**src/rtl/hmtp_pkg.sv**
```systemverilog
package hmtp_pkg;

    localparam int HEIGHT_BITS_DEF = 16;
    localparam int SCALE_W         = 16;
    localparam int BYTE_W          = 8;
    localparam int FRAC_BITS       = 16;   // root taken over s * 2^16
    localparam int CFG_ADDR_W      = 2;

    localparam logic [CFG_ADDR_W-1:0] REG_HEIGHT_MIN = 2'd0;
    localparam logic [CFG_ADDR_W-1:0] REG_HEIGHT_MAX = 2'd1;
    localparam logic [CFG_ADDR_W-1:0] REG_VERT_SCALE = 2'd2;

    localparam logic [31:0]        HEIGHT_MIN_RESET = 32'd0;
    localparam logic [31:0]        HEIGHT_MAX_RESET = 32'd32767;
    localparam logic [SCALE_W-1:0] VERT_SCALE_RESET = 16'd1024;

    localparam logic [BYTE_W-1:0] NORMAL_BIAS = 8'd127;
    localparam logic [BYTE_W-1:0] HEIGHT_SAT  = 8'd255;

    localparam int HQ_BITS  = 8;   // height quotient bits
    localparam int NQ_BITS  = 7;   // normal quotient bits, quotient never exceeds 127
    localparam int GRAD_LAT = 4;
    localparam int NDIV_LAT = NQ_BITS + 2;
    localparam int HDIV_LAT = HQ_BITS + 4;

    typedef struct packed {
        logic advance;
        logic valid;
    } pipe_ctl_t;

    function automatic int sum_width(input int hb);
        return ((2 * hb > 2 * SCALE_W) ? 2 * hb : 2 * SCALE_W) + 2;
    endfunction

endpackage

```
**src/rtl/hmtp_grad.sv**
```systemverilog
module hmtp_grad #(
    parameter int HB = hmtp_pkg::HEIGHT_BITS_DEF,
    parameter int SW = hmtp_pkg::sum_width(hmtp_pkg::HEIGHT_BITS_DEF)
) (
    input  logic                          clk,
    input  logic                          rst_n,
    input  hmtp_pkg::pipe_ctl_t           ctl_in,
    input  logic signed [HB-1:0]          height_left,
    input  logic signed [HB-1:0]          height_right,
    input  logic signed [HB-1:0]          height_up,
    input  logic signed [HB-1:0]          height_down,
    input  logic [hmtp_pkg::SCALE_W-1:0]  vertical_scale,
    output logic                          out_valid,
    output logic [SW-1:0]                 sum_sq,
    output logic [2*HB+1:0]               grad
);
    import hmtp_pkg::*;

    logic signed [HB:0] dx_reg, dz_reg;
    logic [HB-1:0]      ax_reg, az_reg, ax3_reg, az3_reg, ax4_reg, az4_reg;
    logic               sx_reg, sz_reg, sx3_reg, sz3_reg, sx4_reg, sz4_reg;
    logic [2*HB-1:0]    sqx_reg, sqz_reg;
    logic [2*SCALE_W-1:0] sqv_reg;
    logic [SW-1:0]      sum_reg;
    logic [GRAD_LAT-1:0] vld_reg;
    logic signed [HB:0] dx_next, dz_next;

    always_comb
    begin
        dx_next = {height_left[HB-1], height_left} - {height_right[HB-1], height_right};
        dz_next = {height_up[HB-1], height_up} - {height_down[HB-1], height_down};
    end

    always_ff @(posedge clk or negedge rst_n)
    begin
        if (!rst_n)
            vld_reg <= '0;
        else if (ctl_in.advance)
            vld_reg <= {vld_reg[GRAD_LAT-2:0], ctl_in.valid};
    end

    always_ff @(posedge clk)
    begin
        if (ctl_in.advance)
        begin
            dx_reg  <= dx_next;
            dz_reg  <= dz_next;
            // magnitude of a difference always fits HB bits
            sx_reg  <= dx_reg[HB];
            sz_reg  <= dz_reg[HB];
            ax_reg  <= dx_reg[HB] ? HB'(-dx_reg) : dx_reg[HB-1:0];
            az_reg  <= dz_reg[HB] ? HB'(-dz_reg) : dz_reg[HB-1:0];
            sqx_reg <= (2*HB)'(ax_reg) * (2*HB)'(ax_reg);
            sqz_reg <= (2*HB)'(az_reg) * (2*HB)'(az_reg);
            sqv_reg <= (2*SCALE_W)'(vertical_scale) * (2*SCALE_W)'(vertical_scale);
            ax3_reg <= ax_reg;
            az3_reg <= az_reg;
            sx3_reg <= sx_reg;
            sz3_reg <= sz_reg;
            sum_reg <= SW'(sqx_reg) + SW'(sqz_reg) + SW'(sqv_reg);
            ax4_reg <= ax3_reg;
            az4_reg <= az3_reg;
            sx4_reg <= sx3_reg;
            sz4_reg <= sz3_reg;
        end
    end

    assign out_valid = vld_reg[GRAD_LAT-1];
    assign sum_sq    = sum_reg;
    // grad fields from the lowest bit: |dz|, |dx|, sign dz, sign dx
    assign grad      = {sx4_reg, sz4_reg, ax4_reg, az4_reg};

endmodule

```
**config.mk**
```make
export PLATFORM = sky130hd
export DESIGN_NAME = hmtp_grad
export DESIGN_NICKNAME = d
export VERILOG_FILES = /design/src/rtl/hmtp_pkg.sv /design/src/rtl/hmtp_grad.sv
export SDC_FILE = /design/constraint.sdc
export NUM_CORES = 2
export LEC_CHECK = 0
export ABC_AREA = 1
export CORE_UTILIZATION = 45
export DETAILED_ROUTE_END_ITERATION = 7
export DONT_BUFFER_PORTS = 1
export GPL_TIMING_DRIVEN = 0
export SETUP_SLACK_MARGIN = 0.1
export SYNTH_ARGS = -nofsm -noshare
export SYNTH_HDL_FRONTEND = slang
export SYNTH_SLANG_ARGS = --single-unit
export TNS_END_PERCENT = 20
```
**constraint.sdc**
```tcl
create_clock -name clk -period 6.8 [get_ports clk]
set_input_delay 0.34 -clock clk [delete_from_list [all_inputs] [get_ports clk]]
set_output_delay 0.34 -clock clk [all_outputs]
set_load 0.05 [all_outputs]
```
-- Word-level counts from Yosys, hierarchy flattened
Cells that the tools add are included.
- multiply operators: 3
- muxes and demuxes: 2
- add/subtract/negate cells: 6
- operators by type and width (kind ; number):
    multiplier 16 x 16 -> 32 bit ; 3
    adder 33 x 32 -> 34 bit ; 1
    subtractor 16 x 16 -> 17 bit ; 2
    adder 32 x 32 -> 33 bit ; 1
    two-way mux 16 bit ; 2
    negation 16 bit ; 2
- bits in registers: 270
- logic and storage cells: 30
- input port bits: 84
- output and inout bits: 69

-- Depth between registers and ports, before layout
- word-level depth: 2
- mapped depth: 27
- mapped depth without buffers: 25

-- Least setup slack after synthesis
Ideal clock, no wire load.
- kind: flip-flop to flip-flop
- start point: reg az_reg[11]
- end point: reg sqz_reg[31] (data pin)
- clock period less this slack: 5.385 ns
- stages on the path, launching flop included: 22
- arrival time: 5.133 ns
- setup time: 0.252 ns
- required time: 6.548 ns
- path buffers: 2
- setup slack: 1.415 ns
- cell sequence: edfxtp_1 clkbuf_1 clkbuf_1 nand2_1 fa_1 fa_1 inv_1 fa_1 fa_1 fa_1 inv_1 fa_1 inv_1 ha_1 nand2_1 inv_1 a21oi_1 nand3_1 nand2_1 nand2_1 nand2_1 nand2_1
- longest elaborated chain between the ends: 1
- RTL lines (element ; RTL line ; RTL):
    start: declaration ; hmtp_grad.sv:20 ; logic [HB-1:0] ax_reg, az_reg, ax3_reg, az3_reg, ax4_reg, az4_reg;
    start signal: assignment ; hmtp_grad.sv:52 ; az_reg <= dz_reg[HB] ? HB'(-dz_reg) : dz_reg[HB-1:0];
    multiplier 16 x 16 -> 32 bit ; hmtp_grad.sv:54 ; sqz_reg <= (2*HB)'(az_reg) * (2*HB)'(az_reg);
    end signal: assignment ; hmtp_grad.sv:54 ;
    end: declaration ; hmtp_grad.sv:22 ; logic [2*HB-1:0] sqx_reg, sqz_reg;
No other way between the ends.
A chain may end at the register's enable or synchronous reset.

-- Final worst setup path
- start point: reg ax_reg[10]
- end point: reg sqx_reg[29] (data pin)
- longest elaborated chain between the ends: 1
- RTL lines (element ; RTL line ; RTL):
    start: declaration ; hmtp_grad.sv:20 ;
    start signal: assignment ; hmtp_grad.sv:51 ; ax_reg <= dx_reg[HB] ? HB'(-dx_reg) : dx_reg[HB-1:0];
    multiplier 16 x 16 -> 32 bit ; hmtp_grad.sv:53 ; sqx_reg <= (2*HB)'(ax_reg) * (2*HB)'(ax_reg);
    end signal: assignment ; hmtp_grad.sv:53 ;
    end: declaration ; hmtp_grad.sv:22 ;
No other way between the ends.

==> impl_metrics.csv <==
group,metric,value,unit
worst_hold_path,holdCritStartpoint,"height_right[0]",
timing,slew_viol_final,0,
global_routing,first_global_vias,27800,
floorplanning,die_area,0.0846,mm2
worst_setup_path,slowest_delay,0.57,ns
worst_hold_path,hold_path_class,"in -> reg",
placement,placed_cells,5706,
timing,min_period,6.38,ns
placement,dp_hpwl,72600,um
job,cap_violations,0,
finish,stdcell_area,0.0401,mm2
drt,first_pass_iters,6,
placement,port_buffers,0,
finish,diodes,0,
worst_setup_path,rr_startpoint,"ax_reg[10]",
worst_hold_path,whs_path_depth,2,
drt,viasPerCell,4.76,
worst_setup_path,reg2reg_depth,23,
drt,antenna_left,0,
timing,slew_headroom,48.9,%
timing,setup_viol,0,
worst_setup_path,worstSetupPathType,"reg -> reg",
timing,setup_tns,0,ns
finish,final_cell_mix,"inv_1, nand2_1, fa_1",
drt,wl_per_cell,15.0,um
worst_setup_path,reg2reg_slack,0.42,ns
global_routing,antenna_found_initial,0,
worst_setup_path,endpoint_kind,"flip-flop",
yosys,synth_edf_count,261,
timing,skew,0.0153,ns
global_routing,grt_usage,21.1,%
timing,tightest_slew,0.766,ns
yosys,synth_cell_types,38,
yosys,netlist_instances,4634,
worst_hold_path,whs_endpoint,"dx_reg[0]",
finish,final_cells,5768,
worst_setup_path,required,7.13,ns
floorplanning,fp-row-count,105,
worst_setup_path,r2r_end,"sqx_reg[29]",
yosys,ys_warn_count,0,
yosys,ys_ff_latch,265,
worst_setup_path,crit_path_start_kind,"flip-flop",
floorplanning,core-area,0.0824,mm2
cts,cts_tree,"built",
yosys,async_flop_share,1.51,%
finish,regArea,0.00794,mm2
cts,ctsHtreeMaxLevel,1,
status,run_status,"finished, final reports clean",
timing,fmax,157,MHz
drt,vias,27500,
global_routing,grt_pass1_wl,143000,um
drt,dr.first_iter.drc_count,1567,
yosys,ys.flop_type,"edfxtp_1",
yosys,syn_avg_cell_area,8.10,um2
finish,largest_reg_flops,34,
cts,post_cts_buffers,0,
floorplanning,io_pins,153,
cts,root_buffer,"clkbuf_16",
yosys,syn-cell-area,0.0375,mm2
finish,final_core_util,48.6,%
global_routing,grt_max_degree,189,
timing,hold_viol_final,0,
worst_setup_path,cp_cell_sequence,"clkbuf_1 -> clkbuf_1 -> nand2_1 -> fa_1 -> inv_1 -> fa_1 -> inv_1 -> fa_1 -> inv_1 -> fa_1 -> fa_1 -> inv_1 -> fa_1 -> inv_1 -> ha_1 -> nand2_1 -> inv_1 -> a21oi_1 -> nand3_1 -> nand2_1 -> nand3_1 -> nand2_1 -> nand2_1",
timing,min_period_over_period,93.8,%
finish,layout_commonest_cell,"inv_1",
floorplanning,initial_utilization,45.6,%
drt,wl,86300,um
global_routing,gr-total-overflow,0,
finish,area_delta_synth_final,6.71,%
floorplanning,die_w,291,um
finish,layout-drive-gt1-share,2.49,%
cts,clk_path_buf_depth,3,
finish,fillCellCount,8072,
finish,multiInputGateArea,0.0243,mm2
timing,rsz0062_at_grt,"true",
cts,clk_latency,0.59,ns
cts,clock_sinks,265,
placement,gp_congestion,0.903,
cts,cts_buffers,31,
floorplanning,die_h,291,um
worst_setup_path,crit_fanout,10,
placement,dpl_cell_area,0.0389,mm2
cts,clkTransAtPathRegs,0.06,ns
yosys,ys_seq_area_share,21.1,%
worst_setup_path,slowest_stage,"fa_1",
worst_setup_path,arrival,6.71,ns
finish,finalNetCount,5648,
drt,drc,0,
==> layer usage <==
layer	global-route usage (%)	part of all wire, %
met4	3.76	1.5
met5	0	0
met1	30.9	48
met2	34.4	45
met3	2.01	4.7
==> what timing repair did <==
item,CTS,global route
hold buffers,6,0
endpoints found under the hold margin,81,0
resized for setup,0,32
endpoints found under the setup margin,0,24
==> synthesized netlist by cell type, types with 7 or more instances <==
master	number	area, um2
fa_1	522	10500
nor3_1	29	145
ha_1	367	4590
xnor2_1	25	219
a21oi_1	104	521
clkbuf_1	91	342
nand4_1	30	188
edfxtp_1	261	7840
nor2_1	209	785
inv_1	1324	4970
xor2_1	108	946
o21ai_0	25	125
nand2_1	1272	4770
o21bai_1	27	203
nand2_2	10	62.6
nand3_2	7	70.1
nand3_1	162	811
==> kinds of logic (layout without fill, tap and decap cells) <==
logic type | after synthesis | after routing | synth area share, %
and+or+nand+nor | 1752 | 1752 | 18.8
buffers and inverters | 1422 | 1484 | 14.2
adders and majority gates | 889 | 889 | 40.1
DFF | 265 | 265 | 21.1
AOI/OAI and AO/OA | 170 | 170 | 2.58
xor gates and xnor gates | 133 | 133 | 3.10
muxes | 2 | 2 | 0.0600
other | 1 | 3 | 0.00999
==> worst max-delay path, delay by kind of cell (launching register included) <==
family,cells,cell delay (ns)
AND/OR/NAND/NOR,7,0.93
adder cells (fa/ha/maj),7,3.31
flip-flops,1,0.34
buffers and inverters,8,1.31
AO/OA/AOI/OAI,1,0.23
==> cell type report <==
class	count	share of cell area, %
buffer	95	0.962
clock buffer	34	1.96
clock inverter	22	0.721
inverter	1327	12.4
multi-input combinational	2949	60.6
sequential	265	19.8
tap	1070	3.34
timing repair buffer	6	0.194
==> how the worst max path moves through the flow <==
stage | start | to | slack, ns | cells after the start
finish | ax_reg[10] | sqx_reg[29] | 0.42 | 23
global route | ax_reg[10] | sqx_reg[28] | 0.07 | 21
CTS | az_reg[2] | sqz_reg[23] | 0.14 | 21
detailed placement | az_reg[2] | sqz_reg[23] | 0.16 | 21
global placement | az_reg[2] | sqz_reg[23] | 0.20 | 21
floorplan | az_reg[11] | sqz_reg[31] | 1.42 | 21
==> stage by stage <==
step	hold slack, ns	setup WS, ns
after floorplan	0.0444	1.42
after global placement	0.0445	0.203
after detailed placement	0.0445	0.156
after CTS	0.000271	0.140
after global routing	0.0342	0.0671
final	0.0614	0.421
Power is left out: the tool's default activity adds up to more than one toggle a clock period on the data nets, which glitch-free logic cannot reach.
