==> src/rtl/hmtp_pkg.sv <==
package hmtp_pkg;

    localparam int HEIGHT_BITS_DEF = 16;
    localparam int SCALE_W         = 16;
    localparam int BYTE_W          = 8;
    localparam int FRAC_BITS       = 16;   // root taken over s * 2^16
    localparam int CFG_ADDR_W      = 2;

    localparam logic [CFG_ADDR_W-1:0] REG_HEIGHT_MIN = 2'd0;
    localparam logic [CFG_ADDR_W-1:0] REG_HEIGHT_MAX = 2'd1;
    localparam logic [CFG_ADDR_W-1:0] REG_VERT_SCALE = 2'd2;

    localparam logic [31:0]        HEIGHT_MIN_RESET = 32'd0;
    localparam logic [31:0]        HEIGHT_MAX_RESET = 32'd32767;
    localparam logic [SCALE_W-1:0] VERT_SCALE_RESET = 16'd1024;

    localparam logic [BYTE_W-1:0] NORMAL_BIAS = 8'd127;
    localparam logic [BYTE_W-1:0] HEIGHT_SAT  = 8'd255;

    localparam int HQ_BITS  = 8;   // height quotient bits
    localparam int NQ_BITS  = 7;   // normal quotient bits, quotient never exceeds 127
    localparam int GRAD_LAT = 4;
    localparam int NDIV_LAT = NQ_BITS + 2;
    localparam int HDIV_LAT = HQ_BITS + 4;

    typedef struct packed {
        logic advance;
        logic valid;
    } pipe_ctl_t;

    function automatic int sum_width(input int hb);
        return ((2 * hb > 2 * SCALE_W) ? 2 * hb : 2 * SCALE_W) + 2;
    endfunction

endpackage

==> src/rtl/hmtp_isqrt.sv <==
module hmtp_isqrt #(
    parameter int IW = hmtp_pkg::sum_width(hmtp_pkg::HEIGHT_BITS_DEF),
    parameter int PW = 2 * hmtp_pkg::HEIGHT_BITS_DEF + 2,
    parameter int RB = (IW + hmtp_pkg::FRAC_BITS) / 2
) (
    input  logic                clk,
    input  logic                rst_n,
    input  logic                en,
    input  logic                in_valid,
    input  logic [IW-1:0]       radicand,
    input  logic [PW-1:0]       pay_in,
    output logic                out_valid,
    output logic [RB-1:0]       root,
    output logic [PW-1:0]       pay_out
);
    import hmtp_pkg::*;

    localparam int RIW = 2 * RB;

    logic [RIW-1:0] rad_reg  [RB];
    logic [RB+1:0]  rem_reg  [RB];
    logic [RB-1:0]  root_reg [RB];
    logic [PW-1:0]  pay_reg  [RB];
    logic           vld_reg  [RB];

    // one root bit per stage, restoring digit-by-digit
    for (genvar i = 0; i < RB; i++)
    begin : g_step
        logic [RIW-1:0] rad_in;
        logic [RB+1:0]  rem_in;
        logic [RB-1:0]  root_in;
        logic [PW-1:0]  p_in;
        logic           v_in;
        logic [RB+1:0]  rem_sh, trial;
        logic           ge;

        if (i == 0)
        begin : g_first
            assign rad_in  = RIW'({radicand, {FRAC_BITS{1'b0}}});
            assign rem_in  = '0;
            assign root_in = '0;
            assign p_in    = pay_in;
            assign v_in    = in_valid;
        end
        else
        begin : g_next
            assign rad_in  = rad_reg[i-1];
            assign rem_in  = rem_reg[i-1];
            assign root_in = root_reg[i-1];
            assign p_in    = pay_reg[i-1];
            assign v_in    = vld_reg[i-1];
        end

        always_comb
        begin
            rem_sh = {rem_in[RB-1:0], rad_in[RIW-1 -: 2]};
            trial  = {root_in, 2'b01};
            ge     = (rem_sh >= trial);
        end

        always_ff @(posedge clk or negedge rst_n)
        begin
            if (!rst_n)
                vld_reg[i] <= 1'b0;
            else if (en)
                vld_reg[i] <= v_in;
        end

        always_ff @(posedge clk)
        begin
            if (en)
            begin
                rad_reg[i]  <= rad_in << 2;
                rem_reg[i]  <= ge ? (rem_sh - trial) : rem_sh;
                root_reg[i] <= {root_in[RB-2:0], ge};
                pay_reg[i]  <= p_in;
            end
        end
    end

    assign out_valid = vld_reg[RB-1];
    assign root      = root_reg[RB-1];
    assign pay_out   = pay_reg[RB-1];

endmodule

==> config.mk <==
export PLATFORM = sky130hd
export DESIGN_NAME = hmtp_isqrt
export DESIGN_NICKNAME = d
export VERILOG_FILES = /design/src/rtl/hmtp_pkg.sv /design/src/rtl/hmtp_isqrt.sv
export SDC_FILE = /design/constraint.sdc
export NUM_CORES = 2
export LEC_CHECK = 0
export ABC_AREA = 1
export ABC_CLOCK_PERIOD_IN_PS = 3200
export BUFFER_PORTS_ARGS = -buffer_cell sky130_fd_sc_hd__buf_2
export CAP_MARGIN = 20
export CORE_MARGIN = 8
export CORE_UTILIZATION = 55
export CTS_BUF_LIST = sky130_fd_sc_hd__clkbuf_4
export DETAILED_ROUTE_END_ITERATION = 10
export PLACE_DENSITY = 0.71
export SLEW_MARGIN = 15
export SYNTH_ARGS = -nofsm -noshare
export SYNTH_HDL_FRONTEND = slang
export SYNTH_SLANG_ARGS = --single-unit
==> constraint.sdc <==
create_clock -name clk -period 3.2 [get_ports clk]
set_clock_uncertainty 0.1 [all_clocks]
set_input_delay 0.48 -clock clk [delete_from_list [all_inputs] [get_ports clk]]
set_output_delay 0.48 -clock clk [all_outputs]
set_load 0.005 [all_outputs]
## Yosys cells after proc, flatten, opt, wreduce, memory -nomap -nowiden

Memory sizes are Yosys's and may differ from the RTL's.
Index checks and enable logic that the tools add are counted.

| word-level totals | value |
|---|---|
| memories kept | 4 |
| RAM bits | 3350 |
| output and inout port bits | 60 |
| register bits | 25 |

Memory list:

| memory | depth | width | read ports | clocked after memory_dff | wr ports | RTL line | RTL |
|---|---|---|---|---|---|---|---|
| rad_reg | 25 | 48 | 24 | 0 | 25 | hmtp_isqrt.sv:20 | `logic [RIW-1:0] rad_reg [RB];` |
| pay_reg | 25 | 34 | 25 | 0 | 25 | hmtp_isqrt.sv:23 | `logic [PW-1:0] pay_reg [RB];` |
| rem_reg | 25 | 27 | 24 | 0 | 25 | hmtp_isqrt.sv:21 | `logic [RB+1:0] rem_reg [RB];` |
| root_reg | 25 | 25 | 25 | 0 | 25 | hmtp_isqrt.sv:22 | `logic [RB-1:0] root_reg [RB];` |

| operators by class | value |
|---|---|
| multiplexer cells | 27 |
| add/subtract/negate cells | 25 |
| order comparisons | 25 |

Operator list:

| kind | count |
|---|---|
| two-way mux 27 bit | 25 |
| >= comparator 27 bit | 24 |
| subtractor 27 bit | 24 |
| subtractor 2 x 1 -> 3 bit, second input constant | 1 |
| >= comparator 2 x 1 -> 1 bit, second input constant | 1 |
| two-way mux 1 bit | 2 |

## Logic depth before layout (Yosys ltp)

An unclocked memory read counts as a cell.

| depth | value |
|---|---|
| depth in word-level cells | 3 |
| mapped depth | 14 |

## Worst setup path before layout

Ideal clock, no wire load.

| path | value |
|---|---|
| path kind | reg-to-reg |
| from | memory rem_reg[0][0] (netlist name) |
| to | memory rem_reg[0][44] (netlist name), data pin |
| period minus slack after synthesis | 2.235 ns |
| arrival time | 1.866 ns |
| stages on the path, launching flop included | 10 |
| path slack | 0.965 ns |
| required time | 2.830 ns |
| cell sequence | edfxtp_1 ha_1 a21oi_1 nand2_1 nor2_1 ha_1 and2_1 clkbuf_1 clkbuf_1 o21ai_0 |

RTL lines:

| what | RTL line |
|---|---|
| start: declaration | hmtp_isqrt.sv:21 |

==> Flow_metrics.wiki <==
{| class="wikitable"
! Metric !! Value
|-
| Total power of the final layout || 68.4 mW
|-
| First-pass GRT wire length || 376,000 um
|-
| Setup Crit Path Kind || reg2reg
|-
| Dominant cell type by area after synthesis || edfxtp_1
|-
| Largest net degree at the start of global routing || 121
|-
| Critical path data arrival time || 3830 ps
|-
| Remaining antenna violation count || 0
|-
| Final routed wire length divided by cell count || 18.3 um
|-
| Share of the core filled with cells in the final layout || 0.622
|-
| Drt drc || 0
|-
| Final period demand of the worst path || 2840 ps
|-
| Highest-count cells in the layout ignoring fill and taps || 3,248 x nand2_1, 2,007 x edfxtp_1, 1,637 x inv_1
|-
| Max_slew headroom || 0.467
|-
| Worst setup SP type || flop
|-
| Biggest area contributors in the synthesized netlist || edfxtp_1 62%, nand2_1 13%, inv_1 6.3%, ha_1 4.3%, nor2_1 2.8%
|-
| Layout cell share with drive strength beyond 1 || 0.108
|-
| Largest buffer count on any clock path || 4
|-
| IR drop worst, VDD || 595 uV
|-
| Cell Pwr Density || 626 nW/um2
|-
| Filler cells || 14.5k
|-
| Height of the die || 435 um
|-
| Register bit total from synthesis || 2,032
|-
| Number of max-slew violations in the final report || 0
|-
| Met2 track demand over resource in global routing || 0.380
|-
| Wirelength, routed || 244,000 um
|-
| Leakage power summed over all cells || 48.8 nW
|-
| Status || complete, no violations
|-
| Area growth syn-to-layout || 12.8%
|-
| Critical path peak fanout || 24
|-
| Half-perimeter wire length after detailed placement || 178,000 um
|-
| Vias after detailed routing || 68.7k
|-
| Area of the mapped netlist || 96,800 um2
|-
| Number of hold-slack violations in the final timing report || 0
|-
| Post-CTS Setup Repair Bufs || 0
|-
| # Max-Cap Violations || 0
|-
| Cell-internal power || 48.0 mW
|-
| Overflow left after global routing || 0
|-
| Clock latency reported for the late side of the worst-skew pair || 1360 ps
|-
| Die area || 190,000 um2
|-
| Root Buffer Master || clkbuf_4
|-
| Chip Width || 435 um
|-
| Number of top-level design ports || 132
|-
| Register share of total power || 0.497
|-
| Clock sinks || 2,032
|-
| Area share of the leading cell type in the synthesized netlist || 0.623
|-
| Net switching fraction of the power || 0.298
|-
| Busiest layer in global routing || met2
|-
| CTS-repair resized insts || 0
|-
| Worst hold path type || in2reg
|-
| Combinational cell fraction of total power || 0.177
|-
| Number of distinct library cells after synthesis || 52
|-
| Final worst-path cycle share || 0.889
|-
| Avg Cell Area, Syn || 9.94 um2
|-
| Multi-input gate area || 29,100 um2
|-
| Setup violators final || 0
|-
| Clock-pin transition on the worst setup and hold timing paths || 60 ps
|-
| Number of vias per cell after detailed routing || 5.16
|-
| Crit path capture type || flop
|-
| Max H-tree Level || 6
|-
| Share of the yosys chip area belonging to registers || 0.629
|-
| Iteration-0 DRC count of the detailed router || 6,102
|-
| Number of buffers inserted during clock tree synthesis || 543
|-
| Nets in the synthesized netlist || 10.2k
|-
| Max reg flops || 850
|-
| Commonest non-fill, non-tap cell in the layout || nand2_1
|-
| TritonCTS clock tree || built
|-
| Core ar. || 176,000 um2
|-
| Final weighted congestion in routability-driven placement || 0.962
|-
| Grt met3 use || 0.0500
|-
| Met1 track utilization from global routing || 0.368
|-
| Setup TNS || 0 ps
|-
| Initial standard-cell utilization of the core || 0.551
|-
| Seq. cell area || 60,900 um2
|-
| Gr usage total || 0.251
|-
| Transition at the pin with the smallest max-transition slack || 798 ps
|-
| Layout net count || 11.0k
|-
| Switching power of the nets || 20.4 mW
|-
| Number of search-and-repair iterations in the first detailed-routing pass || 6
|-
| Data required time of the critical path || 4180 ps
|-
| Number of hold buffers added after CTS || 148
|-
| Floorplan row count || 154
|-
| Clock network fraction of design power || 0.326
|-
| Warnings, synthesis || 0
|-
| Setup repair after global routing missed its margin || false
|-
| Port Buf Inserts || 131
|-
| Vias in the first global route || 66.7k
|-
| Antenna violations before repair || 12
|-
| Gate count after technology mapping || 9,735
|-
| Fmax || 352 MHz
|}
-- cell usage after synthesis, drive strengths merged --
cell type and n:
and3 3, buf 74, conb 1, clkbuf 9, a21boi 4, a21oi 328
dfrtp 25, o21bai 7, fa 7, nor3b 2, edfxtp 2007, o21ai 161
and2 9, o2111ai 1, nor2 770, o21a 4, nand3b 95, a31oi 1
xor2 139, nor4 5, or2 24, o211ai 3, a21o 3, nor3 64
xnor2 63, mux2 1, nand3 526, nand4 147, inv 1652, ha 336
nand2 3264
-- cells by family (layout without fill, tap and decap cells) --
| logic type | after synthesis | after routing | share of synthesized area |
|---|---|---|---|
| simple gates | 4909 | 4909 | 0.209 |
| buf+inv | 1735 | 2950 | 0.0700 |
| mux | 1 | 1 | 0.000116 |
| fa+ha+maj | 343 | 343 | 0.0449 |
| xor+xnor | 202 | 202 | 0.0184 |
| other cells | 1 | 21 | 0.0000387 |
| flops | 2032 | 2032 | 0.629 |
| compound gates | 512 | 512 | 0.0282 |
-- power by group through the flow --
| stage | registers, mW | clock network [mW] | logic (mW) |
|---|---|---|---|
| after floorplan | 33.6 | 0 | 8.17 |
| after global placement | 34.5 | 0 | 11.7 |
| after detailed placement | 34.5 | 0 | 11.8 |
| after CTS | 34.0 | 22.9 | 12.0 |
| after global routing | 34.2 | 24.3 | 13.7 |
| final | 34.0 | 22.3 | 12.1 |
-- metal layers --
metal,wire length (um),vias to the layer above
met5,26,-
met4,6370,4
met3,16800,407
met2,108000,2309
met1,113000,32093
li1,-,33842
-- critical path, cell delays in order (launching register included) --
cell	delay (ps)
edfxtp_1	390
inv_1	60
ha_1	350
nand2_1	90
nor2_1	380
nand3_1	140
nand3_1	350
nand2_1	120
nand2_2	100
buf_4	320
o21ai_0	170
-- cell type report --
cell class | count | area share
Antenna cell | 20 | 0.000458
Clock buffer | 731 | 0.0503
Clock inverter | 165 | 0.00950
Inverter | 1652 | 0.0568
Multi-Input combinational cell | 5968 | 0.267
Sequential cell | 2032 | 0.558
Tap cell | 2340 | 0.0268
Timing Repair Buffer | 402 | 0.0319
-- stage by stage --
stage | std cells | hold WS [ps] | setup WS (ps) | instance area (um2)
global placement | 12246 | 300 | 375 | 101000
floorplan | 9735 | 84.4 | 965 | 96800
detailed placement | 12246 | 305 | 401 | 101000
global route | 13310 | -12.8 | 202 | 109000
CTS | 13290 | 13.5 | 393 | 109000
finish | 13310 | 112 | 355 | 109000
-- worst paths after layout --
kind                                           start  slack [ps]  depth (start not counted)                          end
min reg2reg                pay_reg[0][217]$_DFFE_PP_         280                          0    pay_reg[0][251]$_DFFE_PP_
max reg2reg                root_reg[19][7]$_DFFE_PP_         360                         10    rem_reg[2][110]$_DFFE_PP_
max                        root_reg[19][7]$_DFFE_PP_         360                         10    rem_reg[2][110]$_DFFE_PP_
min                                               en         110                          2    rem_reg[1][135]$_DFFE_PP_
min in group asynchronous                      rst_n         580                          5   g_step[1].v_in$_DFFE_PN0P_
max in group asynchronous                      rst_n        2250                          5  g_step[21].v_in$_DFFE_PN0P_
No activity file was read; power rests on OpenSTA's default activity.
