--- src/rtl/hmtp_pkg.sv ---
package hmtp_pkg;

    localparam int HEIGHT_BITS_DEF = 16;
    localparam int SCALE_W         = 16;
    localparam int BYTE_W          = 8;
    localparam int FRAC_BITS       = 16;   // root taken over s * 2^16
    localparam int CFG_ADDR_W      = 2;

    localparam logic [CFG_ADDR_W-1:0] REG_HEIGHT_MIN = 2'd0;
    localparam logic [CFG_ADDR_W-1:0] REG_HEIGHT_MAX = 2'd1;
    localparam logic [CFG_ADDR_W-1:0] REG_VERT_SCALE = 2'd2;

    localparam logic [31:0]        HEIGHT_MIN_RESET = 32'd0;
    localparam logic [31:0]        HEIGHT_MAX_RESET = 32'd32767;
    localparam logic [SCALE_W-1:0] VERT_SCALE_RESET = 16'd1024;

    localparam logic [BYTE_W-1:0] NORMAL_BIAS = 8'd127;
    localparam logic [BYTE_W-1:0] HEIGHT_SAT  = 8'd255;

    localparam int HQ_BITS  = 8;   // height quotient bits
    localparam int NQ_BITS  = 7;   // normal quotient bits, quotient never exceeds 127
    localparam int GRAD_LAT = 4;
    localparam int NDIV_LAT = NQ_BITS + 2;
    localparam int HDIV_LAT = HQ_BITS + 4;

    typedef struct packed {
        logic advance;
        logic valid;
    } pipe_ctl_t;

    function automatic int sum_width(input int hb);
        return ((2 * hb > 2 * SCALE_W) ? 2 * hb : 2 * SCALE_W) + 2;
    endfunction

endpackage

--- src/rtl/hmtp_norm_div.sv ---
module hmtp_norm_div #(
    parameter int HB = hmtp_pkg::HEIGHT_BITS_DEF,
    parameter int LW = 25
) (
    input  logic                        clk,
    input  logic                        rst_n,
    input  logic                        en,
    input  logic                        in_valid,
    input  logic [LW-1:0]               len,
    input  logic [2*HB+1:0]             grad,
    output logic                        out_valid,
    output logic [hmtp_pkg::BYTE_W-1:0] normal_x_byte,
    output logic [hmtp_pkg::BYTE_W-1:0] normal_z_byte
);
    import hmtp_pkg::*;

    localparam int NW = HB + 15;
    localparam int CW = (NW > LW + NQ_BITS) ? NW : LW + NQ_BITS;

    logic [CW-1:0]      remx_reg [NQ_BITS+1];
    logic [CW-1:0]      remz_reg [NQ_BITS+1];
    logic [NQ_BITS-1:0] qx_reg   [NQ_BITS+1];
    logic [NQ_BITS-1:0] qz_reg   [NQ_BITS+1];
    logic [LW-1:0]      len_reg  [NQ_BITS+1];
    logic               sx_reg   [NQ_BITS+1];
    logic               sz_reg   [NQ_BITS+1];
    logic               vld_reg  [NQ_BITS+1];

    logic [HB-1:0]      ax, az;
    logic [BYTE_W-1:0]  nx_reg, nz_reg;
    logic               out_vld_reg;

    assign az = grad[HB-1:0];
    assign ax = grad[2*HB-1:HB];

    // 32512 * |d| = (|d| << 15) - (|d| << 8)
    always_ff @(posedge clk or negedge rst_n)
    begin
        if (!rst_n)
            vld_reg[0] <= 1'b0;
        else if (en)
            vld_reg[0] <= in_valid;
    end

    always_ff @(posedge clk)
    begin
        if (en)
        begin
            remx_reg[0] <= (CW'(ax) << 15) - (CW'(ax) << 8);
            remz_reg[0] <= (CW'(az) << 15) - (CW'(az) << 8);
            qx_reg[0]   <= '0;
            qz_reg[0]   <= '0;
            len_reg[0]  <= len;
            sx_reg[0]   <= grad[2*HB+1];
            sz_reg[0]   <= grad[2*HB];
        end
    end

    // len >= 256*|d|, so the quotient is at most 127: seven bits suffice
    for (genvar j = 0; j < NQ_BITS; j++)
    begin : g_step
        logic [CW-1:0] dsh;
        logic          gex, gez;

        always_comb
        begin
            dsh = CW'(len_reg[j]) << (NQ_BITS - 1 - j);
            gex = (remx_reg[j] >= dsh);
            gez = (remz_reg[j] >= dsh);
        end

        always_ff @(posedge clk or negedge rst_n)
        begin
            if (!rst_n)
                vld_reg[j+1] <= 1'b0;
            else if (en)
                vld_reg[j+1] <= vld_reg[j];
        end

        always_ff @(posedge clk)
        begin
            if (en)
            begin
                remx_reg[j+1] <= gex ? (remx_reg[j] - dsh) : remx_reg[j];
                remz_reg[j+1] <= gez ? (remz_reg[j] - dsh) : remz_reg[j];
                qx_reg[j+1]   <= {qx_reg[j][NQ_BITS-2:0], gex};
                qz_reg[j+1]   <= {qz_reg[j][NQ_BITS-2:0], gez};
                len_reg[j+1]  <= len_reg[j];
                sx_reg[j+1]   <= sx_reg[j];
                sz_reg[j+1]   <= sz_reg[j];
            end
        end
    end

    function automatic logic [BYTE_W-1:0] bias_q(input logic neg,
                                                 input logic [NQ_BITS-1:0] q,
                                                 input logic inexact);
        logic [BYTE_W-1:0] qe;
        qe = BYTE_W'(q);
        // negative side rounds the magnitude up (floor of a negative quotient)
        if (neg)
            return NORMAL_BIAS - qe - BYTE_W'(inexact);
        return NORMAL_BIAS + qe;
    endfunction

    always_ff @(posedge clk or negedge rst_n)
    begin
        if (!rst_n)
            out_vld_reg <= 1'b0;
        else if (en)
            out_vld_reg <= vld_reg[NQ_BITS];
    end

    always_ff @(posedge clk)
    begin
        if (en)
        begin
            if (len_reg[NQ_BITS] == '0)
            begin
                nx_reg <= NORMAL_BIAS;
                nz_reg <= NORMAL_BIAS;
            end
            else
            begin
                nx_reg <= bias_q(sx_reg[NQ_BITS], qx_reg[NQ_BITS], remx_reg[NQ_BITS] != '0);
                nz_reg <= bias_q(sz_reg[NQ_BITS], qz_reg[NQ_BITS], remz_reg[NQ_BITS] != '0);
            end
        end
    end

    assign out_valid     = out_vld_reg;
    assign normal_x_byte = nx_reg;
    assign normal_z_byte = nz_reg;

endmodule

--- config.mk ---
export PLATFORM = sky130hd
export DESIGN_NAME = hmtp_norm_div
export DESIGN_NICKNAME = d
export VERILOG_FILES = /design/src/rtl/hmtp_pkg.sv /design/src/rtl/hmtp_norm_div.sv
export SDC_FILE = /design/constraint.sdc
export NUM_CORES = 2
export LEC_CHECK = 0
export BUFFER_PORTS_ARGS = -buffer_cell sky130_fd_sc_hd__buf_4
export CAP_MARGIN = 20
export CELL_PAD_IN_SITES_DETAIL_PLACEMENT = 1
export CELL_PAD_IN_SITES_GLOBAL_PLACEMENT = 2
export CORE_MARGIN = 3
export CORE_UTILIZATION = 35
export DETAILED_ROUTE_END_ITERATION = 7
export PLACE_DENSITY_LB_ADDON = 0.08
export SYNTH_ARGS = -nofsm -noshare
export SYNTH_HDL_FRONTEND = slang
export SYNTH_SLANG_ARGS = --single-unit
--- constraint.sdc ---
create_clock -name clk -period 5.8 [get_ports clk]
set_input_delay 1.16 -clock clk [delete_from_list [all_inputs] [get_ports clk]]
set_output_delay 1.16 -clock clk [all_outputs]
set_load 0.05 [all_outputs]
Word-level counts from Yosys, hierarchy flattened:

Memory sizes are Yosys's and may differ from the RTL's.
Cells that the tools add are included.

* $add $sub $neg: 22
* $lt $le $gt $ge: 14
* mux-type cells: 26
* reduce and logical (&&, ||, !) cells: 3

Operator list (number)
* $mux 32: 14
* $ge 32x25->1: 2
* $ge 32x26->1: 2
* $ge 32x27->1: 2
* $ge 32x28->1: 2
* $ge 32x29->1: 2
* $ge 32x30->1: 2
* $ge 32x31->1: 2
* $reduce_bool 32->1: 2
* $sub 31x24->32: 2
* $sub 32x25->32: 2
* $sub 32x26->32: 2
* $sub 32x27->32: 2
* $sub 32x28->32: 2
* $sub 32x29->32: 2
* $sub 32x30->32: 2
* $sub 32x31->32: 2
* $mux 8: 4
* $logic_not 25->1: 1
* $add 7x7->8 const A: 2
* $sub 7x7->8 const A: 2
* $sub 8x1->8: 2
* $mux 1: 8

* flip-flop bits (word level): 25
* memory bits (writable): 840
* word-level logic and storage cells: 83
* memories: 7

Memory list
* remx_reg: depth 8, bits a word 32, rd ports 8, clocked after memory_dff 0, wr ports 8, RTL line hmtp_norm_div.sv:20 `logic [CW-1:0] remx_reg [NQ_BITS+1];`
* remz_reg: depth 8, bits a word 32, rd ports 8, clocked after memory_dff 0, wr ports 8, RTL line hmtp_norm_div.sv:21 `logic [CW-1:0] remz_reg [NQ_BITS+1];`
* len_reg: depth 8, bits a word 25, rd ports 8, clocked after memory_dff 0, wr ports 8, RTL line hmtp_norm_div.sv:24 `logic [LW-1:0] len_reg [NQ_BITS+1];`
* qx_reg: depth 8, bits a word 7, rd ports 8, clocked after memory_dff 0, wr ports 8, RTL line hmtp_norm_div.sv:22 `logic [NQ_BITS-1:0] qx_reg [NQ_BITS+1];`
* qz_reg: depth 8, bits a word 7, rd ports 8, clocked after memory_dff 0, wr ports 8, RTL line hmtp_norm_div.sv:23 `logic [NQ_BITS-1:0] qz_reg [NQ_BITS+1];`
* sx_reg: depth 8, bits a word 1, rd ports 8, clocked after memory_dff 0, wr ports 8, RTL line hmtp_norm_div.sv:25 `logic sx_reg [NQ_BITS+1];`
* 1 more memories

Depth between registers and ports, before layout:

An unclocked memory read counts as a cell.

* word-level depth: 5
* mapped depth: 16
* gate-level depth less buffers: 16

Worst setup path before layout:

No wires, ideal clock.

* path kind: register to register
* from: memory len_reg[2][0] (netlist: len_reg[0][50])
* to: memory remz_reg[0][117] (netlist bit), data pin
* setup time: 260 ps
* arrival: 3064 ps
* slack: 2476 ps
* stages on the path, launching flop included: 12
* buffers on the path: 1
* cells stage by stage: edfxtp_1 -> inv_1 -> fa_1 -> a21o_1 -> a31o_2 -> a2111oi_2 -> nor4_1 -> nor2_1 -> o41ai_1 -> a21oi_4 -> buf_2 -> mux2_2

RTL lines (RTL line)
* from (decl): hmtp_norm_div.sv:24
* to (decl): hmtp_norm_div.sv:21

==> impl_summary.log <==
INFO  metric synth_compound_area_frac = 0.176
INFO  metric worst_slew_pin_slew = 1.04 ns
INFO  metric startpoint_type = flop
INFO  metric gpl.final_weighted_congestion = 0.901
INFO  metric synth.top_cells.by_area = edfxtp_1 (46%), ha_1 (10%), o21ai_0 (4.5%)
INFO  metric status = finished, final reports clean
INFO  metric maxCapViolCount = 0
INFO  metric ir_drop = 0.252 mV
INFO  metric synthDominantCellAreaShare = 0.462
INFO  metric cp_slowest_cell = nand4_1
INFO  metric cp_max_stage_delay = 0.74 ns
INFO  metric hold_viol_final = 0
INFO  metric synth_top_cell_by_area = edfxtp_1
INFO  metric leakagePower = 21.0 nW
INFO  metric vias_per_cell = 5.25
INFO  metric switchingPower = 10.3 mW
INFO  metric io-pin-count = 80
INFO  metric tritoncts_clock_tree = built
INFO  metric synth_simple_gate_area_frac = 0.126
INFO  metric detail_route.iter0.violations = 1,597
INFO  metric tritoncts_buffers = 92
INFO  metric globalRoute.totalOverflow = 0
INFO  metric cp_top_family = simple AND/OR/NAND/NOR gates
INFO  metric grt_start_max_net_pins = 114
INFO  metric period_minus_slack = 4.26 ns
INFO  metric ys_ff_latch = 751
INFO  metric critical_path.endpoint_type = flop
INFO  metric p_seq_frac = 0.347
INFO  metric synthDistinctLibCells = 90
INFO  metric pwr_density_cell = 494 nW/um2
INFO  metric critPathRequiredTime = 6.21 ns
INFO  metric share_clk_of_total_power = 0.224
INFO  metric remaining_drc_errors = 0
INFO  metric layout.nets = 5,300
INFO  metric groute.usage.overall = 0.203
INFO  metric layout.area.seq = 22,500 um2
INFO  metric detailedPlacementHpwl = 119,000 um
INFO  metric timing.clock.skew = 0.0293 ns
INFO  metric ant_nets = 0
INFO  metric io_buffer_count = 79
INFO  metric number_of_global_route_vias_before_repair = 37,900
INFO  metric synthesis.instances = 4,731
INFO  metric combPwrFrac = 0.429
INFO  metric yosys-mux-area-fraction = 0.0133
INFO  metric hold_buffers = 0
INFO  metric initial_core_util = 0.354
INFO  metric multi_input_area = 24,000 um2
INFO  metric clk-insertion-delay-late = 0.68 ns
INFO  metric wl_per_cell = 21.7 um
INFO  metric fraction_of_registers_with_async_set_reset = 0.0120
INFO  metric synth-edff-count = 742
INFO  metric num-fill-cells = 15,100
INFO  metric grt_first_pass_wirelength = 223,000 um
INFO  metric crit_chain = nor4_1 -> nand4_1 -> or2_2 -> ha_1 -> inv_1 -> ha_1 -> inv_1 -> fa_1 -> o21bai_1 -> a21oi_1 -> nor2_1 -> nor2_1 -> nor2_1 -> nor2_1 -> xnor2_1 -> a21oi_1
INFO  metric worst_hold_path_type = in2async
INFO  metric relative_slew_margins = 0.303
INFO  metric floorplan.die.height = 377 um
INFO  metric worst-endpoint-arrival = 4.67 ns
INFO  metric fp.dieArea = 142,000 um2
INFO  metric fmaxAchievable = 235 MHz
INFO  metric grt_antenna_before_repair = 2
INFO  metric total_number_of_h_tree_levels = 3
INFO  metric final_critical_path_setup_slack = 1.54 ns
INFO  metric syn_warnings = 0
INFO  metric synth_xor_xnor_area_share = 0.0726
INFO  metric std_cell_rows = 135
INFO  metric layout-area-overhead-vs-synth = 12.4%
INFO  metric placeableCoreArea = 136,000 um2
INFO  metric fp.dieW = 377 um
INFO  metric p_int = 16.5 mW
INFO  metric slew_viol_final = 0
INFO  metric post_route_cells_drive_above_1_share = 0.0753
INFO  metric grt_setup_unrepaired = no
INFO  metric synth.yosys.seq_area_share = 0.466
INFO  metric ctsLongestPathBuffers = 3
INFO  metric synthesis.area = 48,200 um2
INFO  metric setup_viol_count_final = 0
INFO  metric routed-via-count = 35,100
INFO  metric critPathMaxFanout = 7
INFO  metric critical-path-top-cell-by-count = nor2_1
INFO  metric post_synth_fa_ha_maj_area_fraction = 0.109
INFO  metric cts-resized-gates = 0
INFO  metric clock_pin_transition_on_the_worst_setup_and_hold_timing_paths = 0.06 ns
INFO  metric dr.pass1.iters = 5
INFO  metric numClockSinks = 751
INFO  metric synth.avg_cell_area = 10.2 um2
INFO  metric synth_flop_cell = edfxtp_1
INFO  metric timing.setup.critical_path_class = reg2reg
INFO  metric synth_top_family_by_area = compound AO/OA/AOI/OAI gates
INFO  metric preCtsSetupSlack = 1.49 ns
INFO  metric routed_wirelength = 145,000 um
INFO  metric synth_fp_nets = 5,205
INFO  metric cp.buffers_inverters = 2
INFO  metric timing.setup.tns = 0 ns
INFO  metric final.period_utilization = 0.735
INFO  metric ctsRootBufferMaster = clkbuf_16
INFO  metric post_cts_buffers = 0
INFO  metric switching_share = 0.385
==> Yosys cell counts, types with 11 or more instances <==
master / number
a211o_1: 15
ha_1: 397
nor3_1: 87
and4_1: 14
o211ai_1: 28
edfxtp_1: 742
xnor2_1: 239
nor4_1: 51
or3_1: 19
o21ai_0: 435
inv_1: 334
a21o_1: 142
nand4_1: 61
nand3b_1: 12
buf_2: 28
a211oi_1: 46
or4_1: 11
o21a_1: 58
and2_1: 27
nor2_1: 271
fa_1: 14
o21bai_1: 52
nand2b_1: 56
a21oi_1: 360
and3_1: 30
nand2_1: 480
clkbuf_1: 86
mux2_2: 55
xor2_1: 161
nand3_1: 87
a21boi_0: 12
o31ai_1: 38
a31oi_1: 46
nor2b_1: 41
or2_2: 13
==> routing by layer <==
layer	global-route usage	vias to the layer above	part of all wire
met5	0	-	0
met4	0.110	0	0.061
met3	0.0225	252	0.019
met2	0.377	376	0.51
met1	0.227	16800	0.41
li1	-	17700	-
==> cells in the final DEF, fill, tap and decap left out, types with 15 or more instances in the layout <==
master	Yosys	routed
clkinv_1	0	17
a211o_1	15	15
buf_4	1	113
o211ai_1	28	28
clkbuf_16	0	95
nor2_1	271	271
clkinv_2	0	15
and2_1	27	27
and3_1	30	30
nand2_1	480	480
xnor2_1	239	239
nor4_1	51	49
xor2_1	161	161
nand4_1	61	61
o21ai_0	435	435
nor2b_1	41	41
or3_1	19	19
a31oi_1	46	46
a21o_1	142	142
nand3_1	87	87
a211oi_1	46	46
nor3_1	87	87
mux2_2	55	55
o31ai_1	38	38
nand2b_1	56	56
ha_1	397	397
inv_1	334	334
o21bai_1	52	52
o21a_1	58	58
edfxtp_1	742	742
a21oi_1	360	358
==> power by group through the flow <==
stage	Combinational, mW	Clock, mW	Sequential [mW]
finish	11.5	5.98	9.29
global route	12.9	6.39	9.46
CTS	11.6	6.20	9.32
detailed placement	11.6	0	9.42
global placement	11.5	0	9.44
floorplan	8.36	0	8.81
==> logic make-up (layout without fill, tap and decap cells) <==
kind of cell	Yosys count	count (layout)
AOI/OAI and AO/OA	1367	1367
xor gates and xnor gates	400	400
adders and majority gates	411	411
buffers and inverters	458	628
DFF	751	751
muxes	57	57
other	0	8
and+or+nand+nor	1287	1287
==> cell type report <==
| class | count | area share |
|---|---|---|
| antenna | 8 | 0.000369 |
| clock buffer | 109 | 0.0454 |
| clock inverter | 60 | 0.0125 |
| inverter | 337 | 0.0233 |
| multi-input combinational | 3522 | 0.443 |
| sequential | 751 | 0.415 |
| tap | 1781 | 0.0411 |
| timing repair buffer | 122 | 0.0189 |
==> worst paths after layout <==
path	slack [ns]	startpoint	depth (start not counted)	end
max in group asynchronous	5.38	rst_n	1	vld_reg[5]
min in group clk	0.41	qz_reg[3][3]	0	qz_reg[3][11]
worst max register to register	1.54	remx_reg[1][105]	16	normal_x_byte[7]
worst min register to register	0.41	qz_reg[3][3]	0	qz_reg[3][11]
worst min-delay path	0.29	rst_n	1	out_valid
worst max-delay path	1.54	remx_reg[1][105]	16	normal_x_byte[7]
==> metrics by stage <==
stage | cell area, um2 | power, mW | utilization | cells | hold slack [ns]
after global routing | 54200 | 28.7 | 0.398 | 6690 | 0.240
after CTS | 54200 | 27.1 | 0.398 | 6682 | 0.220
after floorplan | 48200 | 17.2 | - | 4731 | 0.400
after detailed placement | 51100 | 21.0 | 0.375 | 6513 | 0.406
final | 54200 | 26.8 | 0.398 | 6690 | 0.287
after global placement | 51100 | 20.9 | 0.375 | 6513 | 0.401
Power figures use the tool's default switching activity.
